### config.mk
export PLATFORM = sky130hd
export DESIGN_NAME = rc_bus_frame_receiver_flat
export DESIGN_NICKNAME = d
export VERILOG_FILES = /design/src/hw/rtl/rcb_pkg.sv /design/src/hw/rtl/rcb_byte_if.sv /design/src/hw/rtl/rcb_ram.sv /design/src/hw/rtl/rcb_crc.sv /design/src/hw/rtl/rc_bus_frame_receiver.sv /design/src/flat_wrapper.sv
export SDC_FILE = /design/constraint.sdc
export NUM_CORES = 1
export LEC_CHECK = 0
export BUFFER_PORTS_ARGS = -buffer_cell sky130_fd_sc_hd__buf_2
export CAP_MARGIN = 20
export CORE_MARGIN = 1
export CORE_UTILIZATION = 60
export CTS_CLUSTER_DIAMETER = 40
export DETAILED_ROUTE_END_ITERATION = 10
export PLACE_DENSITY = 0.83
export SLEW_MARGIN = 20
export SYNTH_ARGS = -nofsm -noshare
export SYNTH_HDL_FRONTEND = slang
export SYNTH_SLANG_ARGS = --single-unit
### constraint.sdc
create_clock -name clk_i -period 6.3 [get_ports clk_i]
set_clock_uncertainty 0.15 [all_clocks]
set_input_delay 0.63 -clock clk_i [delete_from_list [all_inputs] [get_ports clk_i]]
set_output_delay 0.63 -clock clk_i [all_outputs]
set_load 0.005 [all_outputs]
### src/hw/rtl/rcb_pkg.sv
// Shared constants and types for the bus frame receiver.
package rcb_pkg;

  localparam int unsigned FrameBytesDef   = 64;
  localparam int unsigned ChannelCountDef = 16;
  localparam int unsigned ResultLimit     = 64;

  localparam logic [7:0]  HdrA         = 8'h3e;
  localparam logic [7:0]  HdrB         = 8'h3d;
  localparam logic [7:0]  BlkChannels  = 8'h31;
  localparam logic [7:0]  BlkTelemetry = 8'h3a;
  localparam logic [7:0]  BlkMenu      = 8'h3b;
  localparam logic [7:0]  MinLength    = 8'd6;
  localparam logic [15:0] CenterReset  = 16'd12000;
  localparam logic [15:0] CrcPoly      = 16'h8408;

  // Offsets inside a frame never exceed 9 bits (length byte plus block length).
  localparam int unsigned OffW = 9;

  typedef enum logic [1:0] {
    EvChannel   = 2'd0,
    EvTelemetry = 2'd1,
    EvMenu      = 2'd2,
    EvUnknown   = 2'd3
  } event_kind_e;

endpackage

### src/hw/rtl/rcb_byte_if.sv
// Stream interfaces for received bytes and for emitted events.
interface rcb_byte_if;
  logic       valid;
  logic       ready;
  logic [7:0] rx_byte;
  modport source (output valid, output rx_byte, input ready);
  modport sink (input valid, input rx_byte, output ready);
endinterface

interface rcb_evt_if;
  logic               valid;
  logic               ready;
  logic [1:0]         event_kind;
  logic [3:0]         channel_index;
  logic signed [15:0] channel_value;
  logic [7:0]         frame_id;
  logic               last_of_run;
  modport source (output valid, output event_kind, output channel_index,
                  output channel_value, output frame_id, output last_of_run,
                  input ready);
  modport sink (input valid, input event_kind, input channel_index,
                input channel_value, input frame_id, input last_of_run,
                output ready);
endinterface

### src/hw/rtl/rcb_ram.sv
// Generic single write port, single read port RAM with registered read.
module rcb_ram #(
  parameter int unsigned Width = 8,
  parameter int unsigned Depth = 64
) (
  input  logic                     clk_i,
  input  logic                     we_i,
  input  logic [$clog2(Depth)-1:0] waddr_i,
  input  logic [Width-1:0]         wdata_i,
  input  logic [$clog2(Depth)-1:0] raddr_i,
  output logic [Width-1:0]         rdata_o
);
  logic [Width-1:0] mem_q [Depth];

  always_ff @(posedge clk_i) begin
    if (we_i) begin
      mem_q[waddr_i] <= wdata_i;
    end
    rdata_o <= mem_q[raddr_i];
  end
endmodule

### src/hw/rtl/rcb_crc.sv
// Bit-serial CRC-16/CCITT (reflected) engine, one bit per cycle.
module rcb_crc (
  input  logic        clk_i,
  input  logic        rst_ni,
  input  logic        start_i,
  input  logic        init_i,
  input  logic [7:0]  data_i,
  output logic [15:0] crc_o,
  output logic        busy_o
);
  import rcb_pkg::*;

  logic [15:0] crc_q, crc_d;
  logic [7:0]  sh_q, sh_d;
  logic [2:0]  cnt_q, cnt_d;
  logic        busy_q, busy_d;
  logic        fb;

  assign fb = crc_q[0] ^ sh_q[0];

  always_comb begin
    crc_d  = crc_q;
    sh_d   = sh_q;
    cnt_d  = cnt_q;
    busy_d = busy_q;
    if (start_i) begin
      crc_d  = init_i ? 16'h0000 : crc_q;
      sh_d   = data_i;
      cnt_d  = 3'd0;
      busy_d = 1'b1;
    end else if (busy_q) begin
      crc_d  = (crc_q >> 1) ^ (fb ? CrcPoly : 16'h0000);
      sh_d   = sh_q >> 1;
      cnt_d  = cnt_q + 3'd1;
      busy_d = (cnt_q != 3'd7);
    end
  end

  always_ff @(posedge clk_i or negedge rst_ni) begin
    if (!rst_ni) begin
      crc_q  <= 16'h0000;
      busy_q <= 1'b0;
      cnt_q  <= 3'd0;
    end else begin
      crc_q  <= crc_d;
      busy_q <= busy_d;
      cnt_q  <= cnt_d;
    end
  end

  always_ff @(posedge clk_i) begin
    sh_q <= sh_d;
  end

  assign crc_o  = crc_q;
  assign busy_o = busy_q;
endmodule

### src/hw/rtl/rc_bus_frame_receiver.sv
// Bus frame receiver: header hunt, bit-serial CRC check and block walk to events.
// A byte inside the CRC span waits in S_CRC while the engine shifts one bit per cycle; the two
// trailing CRC bytes pass S_CRC without starting it, and a skipped non-header or rejected length
// byte stays in S_IDLE. After a good frame S_W_ID, S_W_LEN, S_W_BLK read each block, S_W_LO,
// S_W_HI, S_W_VAL each channel, S_EMIT waits for ready; no byte is taken during the walk.
// Reset clears control state and sets the channel center to 12000; the buffer is not cleared.
module rc_bus_frame_receiver #(
  parameter int unsigned FRAME_BYTES   = rcb_pkg::FrameBytesDef,
  parameter int unsigned CHANNEL_COUNT = rcb_pkg::ChannelCountDef
) (
  input  logic        clk_i,
  input  logic        rst_ni,
  input  logic        cfg_we_i,
  input  logic [15:0] cfg_wdata_i,
  rcb_byte_if.sink    in_if,
  rcb_evt_if.source   out_if
);
  import rcb_pkg::*;

  localparam int unsigned AW = $clog2(FRAME_BYTES);

  // One-hot sequencer: byte intake, CRC wait, then the block walk.
  typedef enum logic [8:0] {
    S_IDLE  = 9'b000000001,
    S_CRC   = 9'b000000010,
    S_W_ID  = 9'b000000100,
    S_W_LEN = 9'b000001000,
    S_W_BLK = 9'b000010000,
    S_W_LO  = 9'b000100000,
    S_W_HI  = 9'b001000000,
    S_W_VAL = 9'b010000000,
    S_EMIT  = 9'b100000000
  } state_e;

  state_e state_q, state_d;

  logic [15:0]      center_q;
  logic             phase_q, phase_d;      // 0 hunting, 1 inside a frame
  logic [7:0]       count_q, count_d;
  logic [7:0]       len_q, len_d;
  logic [7:0]       fid_q, fid_d;
  logic [7:0]       prev_q, prev_d;
  logic [15:0]      rcv_q, rcv_d;
  logic             end_q, end_d;

  logic [OffW-1:0]  idx_q, idx_d;
  logic [OffW-1:0]  next_q, next_d;
  logic [7:0]       id_q, id_d;
  logic [3:0]       ch_q, ch_d;
  logic [7:0]       lo_q, lo_d;
  logic [6:0]       n_q, n_d;

  logic [1:0]       kind_q, kind_d;
  logic [15:0]      val_q, val_d;
  logic             last_q, last_d;

  logic             acc;
  logic [7:0]       b;
  logic             ram_we;
  logic [AW-1:0]    ram_waddr;
  logic [OffW-1:0]  rd_addr;
  logic [7:0]       ram_rdata;
  logic             rd_ok_q;
  logic [7:0]       rbyte;
  logic             crc_start, crc_init, crc_busy;
  logic [15:0]      crc;

  logic [7:0]       len_eff;
  logic [8:0]       count_inc;
  logic [OffW-1:0]  walk_end;
  logic [OffW-1:0]  chan_addr;
  logic             at_limit;

  assign acc = in_if.valid && in_if.ready;
  assign b   = in_if.rx_byte;
  assign in_if.ready = (state_q == S_IDLE);

  assign walk_end  = OffW'(len_q) - OffW'(2);
  assign chan_addr = idx_q + OffW'(2) + OffW'({ch_q, 1'b0});
  assign at_limit  = (n_q == 7'(ResultLimit - 1));

  // Bytes beyond what the current frame stored read as zero.
  assign rbyte = rd_ok_q ? ram_rdata : 8'h00;

  assign len_eff   = (count_q == 8'd2) ? b : len_q;
  assign count_inc = {1'b0, count_q} + 9'd1;

  always_comb begin
    state_d   = state_q;
    phase_d   = phase_q;
    count_d   = count_q;
    len_d     = len_q;
    fid_d     = fid_q;
    prev_d    = prev_q;
    rcv_d     = rcv_q;
    end_d     = end_q;
    idx_d     = idx_q;
    next_d    = next_q;
    id_d      = id_q;
    ch_d      = ch_q;
    lo_d      = lo_q;
    n_d       = n_q;
    kind_d    = kind_q;
    val_d     = val_q;
    last_d    = last_q;
    ram_we    = 1'b0;
    ram_waddr = count_q[AW-1:0];
    rd_addr   = idx_q;
    crc_start = 1'b0;
    crc_init  = 1'b0;

    unique case (state_q)
      S_IDLE: begin
        if (acc) begin
          if (!phase_q) begin
            // Hunting: only a header byte opens a frame.
            if (b == HdrA || b == HdrB) begin
              ram_we    = 1'b1;
              ram_waddr = '0;
              count_d   = 8'd1;
              len_d     = 8'd0;
              phase_d   = 1'b1;
              end_d     = 1'b0;
              prev_d    = b;
              crc_start = 1'b1;
              crc_init  = 1'b1;
              state_d   = S_CRC;
            end
          end else begin
            ram_we = ({1'b0, count_q} < 9'(FRAME_BYTES));
            prev_d = b;
            if (count_q == 8'd3) begin
              fid_d = b;
            end
            if (count_q == 8'd2) begin
              len_d = b;
            end
            if (count_q == 8'd2 && (b < MinLength || {1'b0, b} > 9'(FRAME_BYTES))) begin
              // Impossible length: drop the frame and hunt again.
              phase_d = 1'b0;
              count_d = 8'd0;
            end else begin
              crc_start = (count_q < 8'd4) || (count_inc + 9'd1 < {1'b0, len_eff});
              state_d   = S_CRC;
              if (count_inc >= 9'd4 && count_inc >= {1'b0, len_eff}) begin
                phase_d = 1'b0;
                count_d = 8'd0;
                rcv_d   = {b, prev_q};
                end_d   = 1'b1;
              end else begin
                count_d = count_inc[7:0];
              end
            end
          end
        end
      end

      S_CRC: begin
        if (!crc_busy) begin
          state_d = S_IDLE;
          if (end_q) begin
            end_d = 1'b0;
            idx_d = OffW'(4);
            n_d   = 7'd0;
            if (crc == rcv_q && len_q > MinLength) begin
              state_d = S_W_ID;
            end
          end
        end
      end

      S_W_ID: begin
        rd_addr = idx_q;
        state_d = S_W_LEN;
      end

      S_W_LEN: begin
        id_d    = rbyte;
        rd_addr = idx_q + OffW'(1);
        state_d = S_W_BLK;
      end

      S_W_BLK: begin
        next_d = idx_q + OffW'(2) + OffW'(rbyte);
        ch_d   = 4'd0;
        val_d  = 16'h0000;
        if (id_q == BlkChannels) begin
          state_d = S_W_LO;
        end else begin
          unique case (id_q)
            BlkTelemetry: kind_d = EvTelemetry;
            BlkMenu:      kind_d = EvMenu;
            default:      kind_d = EvUnknown;
          endcase
          last_d  = at_limit || (next_d >= walk_end);
          state_d = S_EMIT;
        end
      end

      S_W_LO: begin
        rd_addr = chan_addr;
        state_d = S_W_HI;
      end

      S_W_HI: begin
        lo_d    = rbyte;
        rd_addr = chan_addr + OffW'(1);
        state_d = S_W_VAL;
      end

      S_W_VAL: begin
        kind_d  = EvChannel;
        val_d   = {rbyte, lo_q} - center_q;
        last_d  = at_limit ||
                  ((ch_q == 4'(CHANNEL_COUNT - 1)) && (next_q >= walk_end));
        state_d = S_EMIT;
      end

      S_EMIT: begin
        if (out_if.ready) begin
          n_d = n_q + 7'd1;
          if (last_q) begin
            state_d = S_IDLE;
          end else if (kind_q == EvChannel && ch_q != 4'(CHANNEL_COUNT - 1)) begin
            ch_d    = ch_q + 4'd1;
            state_d = S_W_LO;
          end else begin
            idx_d   = next_q;
            state_d = S_W_ID;
          end
        end
      end

      default: state_d = S_IDLE;
    endcase
  end

  always_ff @(posedge clk_i or negedge rst_ni) begin
    if (!rst_ni) begin
      state_q  <= S_IDLE;
      center_q <= CenterReset;
      phase_q  <= 1'b0;
      count_q  <= 8'd0;
      len_q    <= 8'd0;
      end_q    <= 1'b0;
      n_q      <= 7'd0;
      ch_q     <= 4'd0;
    end else begin
      state_q <= state_d;
      if (cfg_we_i) begin
        center_q <= cfg_wdata_i;
      end
      phase_q <= phase_d;
      count_q <= count_d;
      len_q   <= len_d;
      end_q   <= end_d;
      n_q     <= n_d;
      ch_q    <= ch_d;
    end
  end

  always_ff @(posedge clk_i) begin
    fid_q   <= fid_d;
    prev_q  <= prev_d;
    rcv_q   <= rcv_d;
    idx_q   <= idx_d;
    next_q  <= next_d;
    id_q    <= id_d;
    lo_q    <= lo_d;
    kind_q  <= kind_d;
    val_q   <= val_d;
    last_q  <= last_d;
    // Length mask: only offsets inside the finished frame were written.
    rd_ok_q <= (rd_addr < OffW'(len_q));
  end

  rcb_ram #(
    .Width (8),
    .Depth (FRAME_BYTES)
  ) u_buf (
    .clk_i   (clk_i),
    .we_i    (ram_we),
    .waddr_i (ram_waddr),
    .wdata_i (b),
    .raddr_i (rd_addr[AW-1:0]),
    .rdata_o (ram_rdata)
  );

  rcb_crc u_crc (
    .clk_i   (clk_i),
    .rst_ni  (rst_ni),
    .start_i (crc_start),
    .init_i  (crc_init),
    .data_i  (b),
    .crc_o   (crc),
    .busy_o  (crc_busy)
  );

  assign out_if.valid         = (state_q == S_EMIT);
  assign out_if.event_kind    = kind_q;
  assign out_if.channel_index = (kind_q == EvChannel) ? ch_q : 4'd0;
  assign out_if.channel_value = val_q;
  assign out_if.frame_id      = fid_q;
  assign out_if.last_of_run   = last_q;
endmodule

### src/flat_wrapper.sv
// flat-port wrapper written by rule: the top's interface ports become plain ports
module rc_bus_frame_receiver_flat import rcb_pkg::*;
#(
  parameter int unsigned FRAME_BYTES   = rcb_pkg::FrameBytesDef,
  parameter int unsigned CHANNEL_COUNT = rcb_pkg::ChannelCountDef
)
  (clk_i, rst_ni, cfg_we_i, cfg_wdata_i, in_if_valid, in_if_rx_byte, in_if_ready, out_if_valid, out_if_event_kind, out_if_channel_index, out_if_channel_value, out_if_frame_id, out_if_last_of_run, out_if_ready);
  rcb_byte_if in_if_i ();
  rcb_evt_if out_if_i ();
  input  logic clk_i;
  input  logic rst_ni;
  input  logic cfg_we_i;
  input  logic [15:0] cfg_wdata_i;
  input wire logic [$bits(in_if_i.valid)-1:0] in_if_valid;
  input wire logic [$bits(in_if_i.rx_byte)-1:0] in_if_rx_byte;
  output wire logic [$bits(in_if_i.ready)-1:0] in_if_ready;
  output wire logic [$bits(out_if_i.valid)-1:0] out_if_valid;
  output wire logic [$bits(out_if_i.event_kind)-1:0] out_if_event_kind;
  output wire logic [$bits(out_if_i.channel_index)-1:0] out_if_channel_index;
  output wire logic [$bits(out_if_i.channel_value)-1:0] out_if_channel_value;
  output wire logic [$bits(out_if_i.frame_id)-1:0] out_if_frame_id;
  output wire logic [$bits(out_if_i.last_of_run)-1:0] out_if_last_of_run;
  input wire logic [$bits(out_if_i.ready)-1:0] out_if_ready;
  assign in_if_i.valid = in_if_valid;
  assign in_if_i.rx_byte = in_if_rx_byte;
  assign in_if_ready = in_if_i.ready;
  assign out_if_valid = out_if_i.valid;
  assign out_if_event_kind = out_if_i.event_kind;
  assign out_if_channel_index = out_if_i.channel_index;
  assign out_if_channel_value = out_if_i.channel_value;
  assign out_if_frame_id = out_if_i.frame_id;
  assign out_if_last_of_run = out_if_i.last_of_run;
  assign out_if_i.ready = out_if_ready;
  rc_bus_frame_receiver #(.FRAME_BYTES(FRAME_BYTES), .CHANNEL_COUNT(CHANNEL_COUNT)) u_core (.clk_i(clk_i), .rst_ni(rst_ni), .cfg_we_i(cfg_we_i), .cfg_wdata_i(cfg_wdata_i), .in_if(in_if_i), .out_if(out_if_i));
endmodule
# == Word level (Yosys, flattened, before mapping) ==
# Memory sizes are Yosys's and may differ from the RTL's. A register that Yosys moved wholly into a read port is not among the register bits.
# Cells that the tools add are included.
# totals
latch_bits,0
output_inout_bits,33
register_bits,168
inputBits,29
mem_count,1
word_cells,193
ramBits,512
romBits,0
# memory_table
memory,words,width,read_ports,rd_clocked_by_memory_dff,wr,line_no,source
u_core.u_buf.mem_q,64,8,1,1,1,rcb_ram.sv:13,logic [Width-1:0] mem_q [Depth];
# classes
order_cmp,11
n_mul,0
shifts,0
div_mod_pow,0
eq_ne,33
add_sub_neg,12
n_mux,81
n_reduce_logical,29
n_bitwise,3
# op_table
operator,count
$mux W9,14
$mux W8,12
$pmux W9 S9,1
$mux W16,4
$eq A8 B6 Y1 const B,5
$pmux W16 S2,1
$mux W6,5
$add A9 B1 Y9 const B,3
$pmux W9 S3,1
$mux W1,25
$mux W7,3
$ge A9 B9 Y1,2
$lt A9 B8 Y1,2
$pmux W9 S2,1
$eq A16 B16 Y1,1
$eq A8 B2 Y1 const B,2
$lt A8 B3 Y1 const B,2
$mux W4,4
$sub A16 B16 Y16,1
$xor A15 B16 Y16,1
$pmux W7 S2,1
$ne A2 B2 Y1 const B,6
$ne A3 B3 Y1 const B,4
$reduce_and A4 Y1,3
41 further kinds,65

# == Longest topological paths before layout ==
# logic_depth
depth_word,10
ltp_mapped,20
ltp_nobuf,17

# == By module ==
# Synthesis repeated with hierarchy kept, for this count alone.
# hier_totals
cells_unflattened,1938
area_unflattened_um2,30291.6
# by_module_without_submodules
mod,cells_each,area_per_inst_um2,instances
rcb_ram,972,20190.6,1
rc_bus_frame_receiver,892,8894.8,1
rcb_crc,74,1206.2,1

# == Worst setup path before layout ==
# Ideal clock, no wire load.
# synth_timing
path_type,flip-flop to flip-flop
startpoint,register u_core.count_q[5]
endpoint,register u_core.u_crc.sh_q[0] (data pin)
setup_ps,260
path_slack_ps,1892
arrival_ps,3999
n_path_buf,2
synth_period_minus_slack_ps,4408
path_stages_with_launch,17
cell_sequence,dfrtp_1 -> clkbuf_1 -> or3_1 -> nor4_1 -> nand2_1 -> mux2i_1 -> ha_1 -> nor2b_1 -> o21a_1 -> o21a_1 -> o21a_1 -> o21a_1 -> o211ai_1 -> nand3_1 -> o211ai_1 -> clkbuf_1 -> mux2_2
# synth_between
elab_chain_cells,9
elab_cells_between_ends,13
# synth_rtl
item,line_no,source
from (decl),rc_bus_frame_receiver.sv:39,"logic [7:0] count_q, count_d;"
from (signal assigned),rc_bus_frame_receiver.sv:254,count_q <= count_d;
$add A8 B1 Y9 or $eq A8 B2 Y1 (tied branches),"rc_bus_frame_receiver.sv:86, rc_bus_frame_receiver.sv:85, rc_bus_frame_receiver.sv:138",
$add A9 B1 Y9 or $mux W8 (tied branches),--,
$lt A9 B8 Y1,rc_bus_frame_receiver.sv:143,"crc_start = (count_q < 8'd4) || (count_inc + 9'd1 < {1'b0, len_eff});"
$logic_or A1 B1 Y1,rc_bus_frame_receiver.sv:143,
$mux W1 (*),rc_bus_frame_receiver.sv:138,"if (count_q == 8'd2 && (b < MinLength || {1'b0, b} > 9'(FRAME_BYTES))) begin"
$mux W1 (*),rc_bus_frame_receiver.sv:115,if (!phase_q) begin
$mux W1 (*),rc_bus_frame_receiver.sv:114,if (acc) begin
$mux W1 (*),rc_bus_frame_receiver.sv:112,unique case (state_q)
$mux W8 (*),rcb_crc.sv:26,if (start_i) begin
net u_core.u_crc.sh_d[0],rcb_crc.sv:14,"logic [7:0] sh_q, sh_d;"
to (signal assigned),rcb_crc.sv:52,sh_q <= sh_d;
to (decl),rcb_crc.sv:14,
# Mark *: on every way through the listed nets, which the timed path passes. The rest lies on a longest branch.
# A chain may end at the register's enable or synchronous reset.

# == Worst setup path after layout ==
# layout_timing
startpoint,register u_core.state_q[5]
endpoint,register u_core.rd_ok_q
# layout_between
elab_chain_cells,3
elab_cells_between_ends,5
# layout_rtl
item,line_no,source
from (decl),rc_bus_frame_receiver.sv:35,"state_e state_q, state_d;"
from (signal assigned),rc_bus_frame_receiver.sv:249,state_q <= state_d;
"$eq A9 B7 Y1, or another cell as far along",rc_bus_frame_receiver.sv:112,
$pmux W9 S3 (*),rc_bus_frame_receiver.sv:112,
$lt A9 B8 Y1 (*),rc_bus_frame_receiver.sv:274,rd_ok_q <= (rd_addr < OffW'(len_q));
to (signal assigned),rc_bus_frame_receiver.sv:274,
to (decl),rc_bus_frame_receiver.sv:63,logic rd_ok_q;
# Mark *: on every way between the ends. The rest lies on a longest branch, timed or not.

==> metrics.md <==
| Metric | Value |
|---|---|
| Number of max-cap violations | `0` |
| Pwr/cell area | `362 nW/µm²` |
| Worst Hold Path EP | `u_core.center_q[3]` |
| Worst Hold Class | `primary input to flip-flop` |
| Setup Total Neg Slack | `0 ns` |
| Setup Fix Bufs, Post-CTS | `0` |
| Hold Fails Final Rpt | `0` |
| Period minus WS final | `5.52 ns` |
| Path depth of the worst reg2reg path | `15` |
| WS Path Type | `flip-flop to flip-flop` |
| Hold path start | `cfg_wdata_i[3]` |
| Layout Nets | `2061` |
| Global-route wire length before repair | `107000 µm` |
| Layout cells sized above 1 | `0.200` |
| Unrepaired setup endpoints after global routing | `false` |
| Post-synthesis register bit count | `688` |
| Post-synthesis simple-gate area fraction | `0.0688` |
| Worst setup SP type | `flip-flop` |
| Die Y | `225 µm` |
| CTS H-tree depth | `3` |
| Post-synthesis mux area share | `0.123` |
| Residual DRC | `0` |
| Worst-path clk slew | `0.05 ns` |
| Post-synthesis cell count | `1838` |
| CTS root buf | `clkbuf_16` |
| Worst path top cell family by delay | `compound AO/OA/AOI/OAI gates` |
| Fin util | `0.694` |
| Post-synthesis compound-gate area fraction | `0.0518` |
| Initial antenna violation count | `2` |
| Die W | `225 µm` |
| Largest net degree at the start of global routing | `75` |
| Starting DRC count in detailed routing | `2031` |
| Clock tree from TritonCTS | `done` |
| Dpl hpwl | `44100 µm` |
| Io pins | `62` |
| Vias per cell | `6.47` |
| Mapped Nets | `1947` |
| CTS sink count | `688` |
| Hold depth | `3` |
| Antenna cells | `0` |
| Die area | `50700 µm²` |
| Main combinational cell family by area after synthesis | `multiplexers` |
| Clock Path Buffers | `3` |
| Asr flop ratio synth | `0.108` |
| Worst r2r dst | `u_core.rd_ok_q` |
| Flop-to-flop setup slack | `0.78 ns` |
| XOR/XNOR Fraction of Synth Area | `0.0246` |
| Core Footprint | `49100 µm²` |
| Vias in the first global route | `17700` |
| Slew at the pin closest to its max-slew limit | `1.13 ns` |
| Rows | `81` |
| Count of flip-flops with a built-in enable after synthesis | `605` |
| Leak | `12.2 nW` |
| Required time of the critical path | `6.63 ns` |
| Crit-path cells | `or4_4 > or3_4 > inv_2 > o21ai_0 > ha_1 > and2_1 > a221oi_2 > clkinv_1 > ha_1 > o21ai_0 > a21boi_0 > o21a_1 > o211ai_1 > a21oi_1 > a211oi_1` |
| Worst Path Buf+Inv | `2` |
| Status | `finished, final reports clean` |
| Peak VDD IR | `265 µV` |
| WL/cell | `26.4 µm` |
| Hold WS | `0.0769 ns` |
| CTS Buf Count | `87` |
| Post-CTS Resized | `0` |
| CP max FO | `17` |
| Worst-skew pair later-pin latency | `0.63 ns` |
| Routed Antenna Nets | `0` |
| Ys Warns | `0` |
| Inst Count DP | `2524` |
| Pwr Total | `12.3 mW` |
| Mapped cell area | `29900 µm²` |
| Initial Util | `0.609` |
| Max-slew headroom | `0.246` |
| Max Fclk | `181 MHz` |
| Adder-Cell Fraction of Synth Area | `0.0343` |
| Reg2reg start | `u_core.state_q[5]` |
| Via count | `17400` |
| Crit path arrival time | `5.85 ns` |
| Sequential cell area fraction in the yosys report | `0.676` |
| Total congestion overflow | `0` |
| CP peak stage delay | `0.78 ns` |
| Endpoints failing setup | `0` |
| Routability cong. | `0.978` |
| Total Wirelength | `71100 µm` |
| Area grow syn2layout | `14.0%` |
| Fin crit share | `0.876` |
| Syn avg cell area | `16.3 µm²` |
| Drt pass-1 iters | `6` |
| Ys flop type | `edfxtp_1` |
| PortBufs | `61` |
| Crit. End Element | `flip-flop` |
| Highest-delay cell along the critical path | `clkinv_1` |
| Final Max Tran Viols | `0` |
| Post-route insts no fill | `2689` |
| Netlist cell types | `74` |
| GRT Resource Usage Total | `0.289` |
==> per-stage QoR <==
stage          cell area (µm²)  setup WS, ns
2_1_floorplan            29900          1.89
3_3_place_gp             30900          1.05
3_5_place_dp             30900         0.969
4_1_cts                  34000         0.872
5_1_grt                  34100         0.658
6_report                 34100         0.781
==> logic make-up after synthesis <==
| family | Yosys count |
|---|---|
| flip-flops | 688 |
| AND/OR/NAND/NOR | 414 |
| AO/OA/AOI/OAI | 232 |
| multiplexers | 208 |
| buffers and inverters | 133 |
| XOR/XNOR | 83 |
| adder cells (fa/ha/maj) | 80 |
==> final cells by class <==
type	instances	area (µm²)
Tap cell	664	831
Multi-Input combinational cell	1017	9080
Clock buffer	99	2310
Inverter	68	255
Sequential cell	688	20200
Timing Repair Buffer	90	618
Clock inverter	63	744
Fill cell	3056	15000
==> sequential cells by signal (all words and copies together), names as in the netlist, 3 cells and up <==
signal,count
u_core.lo_q,8
u_core.ch_q,4
u_core.u_buf.mem_q,512
u_core.next_q,9
u_core.state_q,9
u_core.out_if.channel_value,16
u_core.center_q,16
u_core.u_crc.crc_o,16
u_core.len_q,8
u_core.rcv_q,16
u_core.prev_q,8
u_core.u_crc.sh_q,8
u_core.u_buf.rdata_o,8
u_core.id_q,8
u_core.idx_q,9
u_core.out_if.frame_id,8
u_core.n_q,7
u_core.u_crc.cnt_q,3
u_core.count_q,8
==> cells in the mapped netlist, types with 26 or more instances <==
cell type | instances | share of area
edfxtp_1 | 605 | 0.61
nor2_1 | 152 | 0.019
mux4_2 | 126 | 0.095
ha_1 | 77 | 0.032
mux2i_1 | 69 | 0.023
dfrtp_1 | 66 | 0.055
inv_1 | 65 | 0.0082
nand2_1 | 63 | 0.0079
o21ai_0 | 59 | 0.0099
xnor2_1 | 50 | 0.015
nand3_1 | 46 | 0.0077
a21oi_1 | 40 | 0.0067
xor2_1 | 32 | 0.0094
clkbuf_1 | 30 | 0.0038
a22oi_1 | 26 | 0.0065
==> worst register-to-register path: stages, from the launching register on <==
cell and delay (ns):
dfrtp_1 0.47, or4_4 0.57, or3_4 0.48, inv_2 0.20, o21ai_0 0.12, ha_1 0.30, and2_1 0.14, a221oi_2 0.67
clkinv_1 0.79, ha_1 0.52, o21ai_0 0.08, a21boi_0 0.11, o21a_1 0.18, o211ai_1 0.17, a21oi_1 0.10, a211oi_1 0.33
==> cell usage in the layout, fill, tap and decap left out, types with 11 or more instances in the layout <==
cell type | Yosys | routed
o21a_1 | 11 | 11
buf_4 | 7 | 23
and2_1 | 25 | 25
clkbuf_16 | 0 | 89
inv_1 | 65 | 65
o21ai_0 | 59 | 59
dfrtp_1 | 66 | 66
a22oi_1 | 26 | 26
and3_1 | 15 | 15
a22o_1 | 18 | 18
nor2b_1 | 11 | 11
nand2b_1 | 14 | 14
nand4_1 | 17 | 17
mux4_2 | 126 | 126
bufinv_16 | 0 | 12
nand3_1 | 46 | 46
nor3_1 | 19 | 19
edfxtp_1 | 605 | 605
ha_1 | 77 | 77
nor2_1 | 152 | 151
nand2_1 | 63 | 63
a21o_1 | 14 | 14
nor4_1 | 12 | 12
clkinv_2 | 0 | 13
buf_2 | 15 | 60
mux2i_1 | 69 | 69
xnor2_1 | 50 | 50
xor2_1 | 32 | 32
mux2_2 | 13 | 13
a21oi_1 | 40 | 40
==> routing by layer <==
metal	share of wire	GRT usage	wire (µm)
met2	0.49	0.476	35100
met3	0.090	0.0652	6390
met1	0.37	0.365	26100
met5	0.00018	0	13
met4	0.048	0.136	3390
==> where the power goes <==
group | total [mW] | switching, mW | internal, mW
clock network | 5.17 | 1.99 | 3.18
registers | 5.39 | 0.187 | 5.20
logic | 1.77 | 1.05 | 0.725
total | 12.3 | 3.22 | 9.10
==> timing repair <==
action                                 in CTS  in global routing
setup endpoints to repair                   0                  0
endpoints found under the hold margin       0                 13
hold buffers                                0                  1
==> how the worst max path moves through the flow <==
stage,end,startpoint,cells past startpoint,slack (ns)
floorplan,u_core.u_crc.sh_q[0],u_core.count_q[5],16,1.89
global placement,u_core.rd_ok_q,u_core.state_q[2],16,1.05
detailed placement,u_core.rd_ok_q,u_core.state_q[2],15,0.97
CTS,u_core.rd_ok_q,u_core.state_q[2],15,0.87
global route,u_core.count_q[2],u_core.count_q[3],15,0.66
finish,u_core.rd_ok_q,u_core.state_q[5],15,0.78
(Power assumes the default switching activity.)
